### config.mk
export PLATFORM = sky130hd
export DESIGN_NAME = sacb_ctrl
export DESIGN_NICKNAME = d
export VERILOG_FILES = /design/src/design/sacb_pkg.sv /design/src/design/sacb_ctrl.sv
export SDC_FILE = /design/constraint.sdc
export NUM_CORES = 1
export LEC_CHECK = 0
export BUFFER_PORTS_ARGS = -buffer_cell sky130_fd_sc_hd__buf_2
export CAP_MARGIN = 15
export CORE_AREA = 5 5 42 44
export CTS_CLUSTER_DIAMETER = 200
export DETAILED_ROUTE_END_ITERATION = 8
export DIE_AREA = 0 0 47 49
export MAX_ROUTING_LAYER = met4
export SYNTH_ARGS = -nofsm -noshare
export SYNTH_HDL_FRONTEND = slang
export SYNTH_SLANG_ARGS = --single-unit
### constraint.sdc
create_clock -name clk -period 1.99 [get_ports clk]
set_input_delay 0.199 -clock clk [delete_from_list [all_inputs] [get_ports clk]]
set_output_delay 0.199 -clock clk [all_outputs]
set_load 0.03 [all_outputs]
### src/design/sacb_pkg.sv
`default_nettype none

package sacb_pkg;

    // Field widths of the stream payloads.
    localparam int LCP_W   = 12;
    localparam int INDEX_W = 12;
    localparam int CHILD_W = 12;
    localparam int OP_W    = 2;

    // Operation codes carried in the input tuser field.
    typedef enum logic [OP_W-1:0] {
        OP_APPEND = 2'd0,
        OP_READ   = 2'd1,
        OP_CLEAR  = 2'd2
    } op_t;

    // Controller states.
    typedef enum logic [3:0] {
        ST_CLEAR,
        ST_IDLE,
        ST_FIRST,
        ST_UD_CHECK,
        ST_UD_SETTLE,
        ST_NL_CHECK,
        ST_NL_SETTLE,
        ST_RD_ISSUE,
        ST_RD_OUT
    } state_t;

    // Commands from the controller to the datapath.
    typedef struct packed {
        logic load_item;
        logic clear_start;
        logic clear_step;
        logic first_append;
        logic ud_pop;
        logic ud_settle;
        logic ud_push;
        logic nl_pop;
        logic nl_settle;
        logic nl_finish;
        logic rd_issue;
        logic out_load;
    } cmd_t;

    // Status from the datapath to the controller.
    typedef struct packed {
        logic first_pos;
        logic table_full;
        logic ud_pop_ok;
        logic nl_pop_ok;
        logic clear_last;
        logic out_free;
    } sts_t;

endpackage

`default_nettype wire

### src/design/sacb_ctrl.sv
`default_nettype none

module sacb_ctrl
    import sacb_pkg::*;
(
    input  wire logic             clk,
    input  wire logic             rst_n,
    input  wire logic             in_valid,
    input  wire logic [OP_W-1:0]  in_op,
    output logic                  in_ready,
    input  wire sts_t             sts,
    output cmd_t                  cmd
);

    state_t state_reg;
    state_t state_next;
    logic   accept;

    assign in_ready = (state_reg == ST_IDLE);
    assign accept   = in_valid && in_ready;

    // State register; reset starts the clearing pass over the table.
    always_ff @(posedge clk or negedge rst_n)
    begin
        if (!rst_n)
        begin
            state_reg <= ST_CLEAR;
        end
        else
        begin
            state_reg <= state_next;
        end
    end

    // Next-state logic.
    always_comb
    begin
        state_next = state_reg;
        case (state_reg)
            ST_CLEAR:
            begin
                if (sts.clear_last)
                begin
                    state_next = ST_IDLE;
                end
            end
            ST_IDLE:
            begin
                if (accept)
                begin
                    if (in_op == OP_APPEND)
                    begin
                        if (sts.table_full)
                        begin
                            state_next = ST_IDLE;
                        end
                        else if (sts.first_pos)
                        begin
                            state_next = ST_FIRST;
                        end
                        else
                        begin
                            state_next = ST_UD_CHECK;
                        end
                    end
                    else if (in_op == OP_READ)
                    begin
                        state_next = ST_RD_ISSUE;
                    end
                    else if (in_op == OP_CLEAR)
                    begin
                        state_next = ST_CLEAR;
                    end
                end
            end
            ST_FIRST:     state_next = ST_IDLE;
            ST_UD_CHECK:  state_next = sts.ud_pop_ok ? ST_UD_SETTLE : ST_NL_CHECK;
            ST_UD_SETTLE: state_next = ST_UD_CHECK;
            ST_NL_CHECK:  state_next = sts.nl_pop_ok ? ST_NL_SETTLE : ST_IDLE;
            ST_NL_SETTLE: state_next = ST_NL_CHECK;
            ST_RD_ISSUE:  state_next = ST_RD_OUT;
            ST_RD_OUT:
            begin
                if (sts.out_free)
                begin
                    state_next = ST_IDLE;
                end
            end
            default:      state_next = ST_IDLE;
        endcase
    end

    // Command outputs.
    always_comb
    begin
        cmd = '0;
        case (state_reg)
            ST_CLEAR:
            begin
                cmd.clear_step = 1'b1;
            end
            ST_IDLE:
            begin
                cmd.load_item   = accept;
                cmd.clear_start = accept && (in_op == OP_CLEAR);
            end
            ST_FIRST:
            begin
                cmd.first_append = 1'b1;
            end
            ST_UD_CHECK:
            begin
                cmd.ud_pop  = sts.ud_pop_ok;
                cmd.ud_push = !sts.ud_pop_ok;
            end
            ST_UD_SETTLE:
            begin
                cmd.ud_settle = 1'b1;
            end
            ST_NL_CHECK:
            begin
                cmd.nl_pop    = sts.nl_pop_ok;
                cmd.nl_finish = !sts.nl_pop_ok;
            end
            ST_NL_SETTLE:
            begin
                cmd.nl_settle = 1'b1;
            end
            ST_RD_ISSUE:
            begin
                cmd.rd_issue = 1'b1;
            end
            ST_RD_OUT:
            begin
                cmd.out_load = sts.out_free;
            end
            default:
            begin
                cmd = '0;
            end
        endcase
    end

endmodule

`default_nettype wire

==> results.tsv <==
metric	value	unit
status	completed	
DR top layer	met3	
cts repair resizes	0	
reg2reg setup slack	550	ps
Register Area	100	um^2
crit end category	output pin	
Clk Tree Root Cell	clkbuf_4	
top cell type's share of synthesized area	0.232	
Starting Density	0.308	
Seq/Total Area, Yosys	0.232	
Area contributors post-synth	dfrtp_1 (23%), ha_1 (8.7%), nor3_1 (5.8%)	
final WL	1130	um
maximum clock path buffer count	2	
post-synth cell types	28	
Syn Area/Cell	7.99	um^2
Die Y	49	um
R2R cell count	4	
initial antenna violation count	0	
Die Wd	47	um
GRT Residual Overflow	0	
max FFs per register	4	
# diodes	0	
Max Clk Rate	0.573	GHz
WP data required	1790	ps
highest net fanout along the worst path	11	
die area	2300	um^2
Cell Pwr Density	1210	nW/um^2
gpl congestion	0.739	
vias in the first global route	473	
Via density	5.13	
area overhead of the layout relative to synthesis	33.9	%
Final min period	1750	ps
Pre-Repair DR Iteration Count	2	
Slew headroom	0.704	
leakage dissipation	0.297	nW
DR WL met2	528	um
Post-DP HPWL	903	um
# nets final	93	
Clock Pin Slew Worst Setup and Hold Paths	40	ps
Worst R2R End	state_reg[0]	
CP Launch Type	flop	
H-Tree Depth	1	
period utilization	0.878	
# fillers	163	
cell count after synthesis	54	
kind of critical path	flop to output pin	
setup slack after layout	244	ps
Clock Latency Late Sink	240	ps
DRT antenna net count	0	
first-pass GRT wire length	1950	um
IO Pins	24	
hold path startpoint	sts[0]	
Initial DRC Count	4	
Tot GR Track Use	0.115	
final setup violation count	0	
CTS tree	yes	
Fin Hold WS	173	ps
setup TNS	0	ps
CTS buffer count	3	
Placement Setup Slack	494	ps
metal3 WL	118	um
wire length per cell	12.2	um
Peak VDD IR	0.447	mV
worst r2r src	state_reg[3]	
clock skew	7.08	ps
core area	1400	um^2
Crit path arrival time	1550	ps
FF+latch count, synth	4	
hold endpoint	state_reg[3]	
vias post-DR	477	
Worst-Margin Slew	444	ps
endpoints failing hold	0	
multi-input combinational cell area	299	um^2
clk sink count	4	
Hold Crit Class	input port to flop	
Synth Cell Area	432	um^2
layout cells sized above 1	0.351	
detailed-route DRC error count	0	
largest area contributor in the netlist	dfrtp_1	
pin count of the biggest net entering global routing	14	
# port buffers	23	
wl on met1	486	um
synth warn	0	
syn nets	68	
Rows	14	
MaxCap Viol Count	0	
Slew Viols, Final	0	
RSZ-0062 raised after global routing	false	
Hold Path Cell Cnt	2	
==> through the flow <==
step                      cell area [um^2]  power, W  utilization  instances
final                                  578  0.000699        0.413         93
after global routing                   578  0.000767        0.413         93
after CTS                              578  0.000711        0.413         93
after detailed placement               546  0.000603        0.389         89
after global placement                 546  0.000601        0.389         89
after floorplan                        432  0.000508            -         54
==> how the worst max path moves through the flow <==
stage | startpoint | slack [ps] | cells after the start | end
2_1_floorplan | state_reg[1] | 80 | 3 | cmd[7]
3_3_place_gp | state_reg[2] | 500 | 3 | cmd[2]
3_5_place_dp | state_reg[2] | 490 | 3 | cmd[2]
4_1_cts | state_reg[1] | 240 | 3 | cmd[7]
5_1_grt | state_reg[2] | 110 | 3 | cmd[2]
6_report | state_reg[1] | 240 | 3 | cmd[7]
==> what timing repair did <==
action | CTS | global route
endpoints found under the hold margin | 4 | 0
hold buffers | 1 | 0
setup buffers | 0 | 0
==> routing by layer <==
metal | track usage | up-vias
li1 | - | 246
met1 | 0.130 | 211
met2 | 0.181 | 20
met3 | 0.0406 | 0
met4 | 0.0415 | 0
met5 | - | -
==> cell usage in the layout (no fill, tap or decap) <==
master / count
mux2i_1: 1
nor4b_1: 1
clkbuf_4: 3
o21ai_0: 2
xor2_1: 1
nand2_1: 5
ha_1: 3
and4b_1: 1
nor3b_1: 1
dfrtp_1: 4
nor4_1: 2
nand3b_1: 1
nand4_1: 1
a32oi_1: 2
nand2b_1: 2
inv_1: 3
nor3_1: 5
buf_2: 23
a211oi_1: 1
and2_1: 1
nor2b_1: 2
dlygate4sd3_1: 1
o21a_1: 2
nor4b_4: 1
nor2_1: 2
a21oi_1: 3
and3_1: 2
o22ai_1: 1
==> power breakdown <==
part | total (W) | leakage [nW] | switching, W | internal (W)
registers | 0.000186 | 0.0518 | 0.0000801 | 0.000106
clock network | 0.000102 | 0.0138 | 0.0000341 | 0.0000675
logic | 0.000412 | 0.232 | 0.000250 | 0.000161
total | 0.000699 | 0.297 | 0.000365 | 0.000335
==> final cells by class <==
| type | count | share of cell area |
|---|---|---|
| inverters | 3 | 0.0195 |
| repair buffers | 24 | 0.216 |
| clock buffers | 3 | 0.0390 |
| multi-input cells | 43 | 0.517 |
| flip-flops and latches | 4 | 0.173 |
| well taps | 16 | 0.0346 |
==> worst max-delay path, cell delays in order (launching register included) <==
cell     delay, ps
dfrtp_1        550
nand2_1        190
nor4b_1        320
buf_2          250
==> logic make-up (layout without fill, tap and decap cells) <==
logic type | count (synthesis) | in the layout | share of synthesized area
AO/OA/AOI/OAI | 11 | 11 | 0.165
XOR/XNOR | 1 | 1 | 0.0203
adder cells (fa/ha/maj) | 3 | 3 | 0.0870
buffers and inverters | 7 | 30 | 0.0754
flip-flops | 4 | 4 | 0.232
multiplexers | 1 | 1 | 0.0232
AND/OR/NAND/NOR | 27 | 27 | 0.397
==> synth_stat cells <==
master / count
a211oi_1: 1
nor4_1: 2
a32oi_1: 2
and3_1: 2
xor2_1: 1
nand2_1: 5
clkbuf_1: 1
nand2b_1: 2
buf_4: 1
nand3b_1: 1
a21oi_1: 3
inv_1: 3
mux2i_1: 1
nand4_1: 1
nor2_1: 2
o21a_1: 2
ha_1: 3
nor2b_1: 2
and4b_1: 1
dfrtp_1: 4
nor3b_1: 1
buf_2: 2
and2_1: 1
nor4b_1: 1
nor3_1: 5
o21ai_0: 2
nor4b_4: 1
o22ai_1: 1
Note: power is estimated with default switching activity, not from simulation.
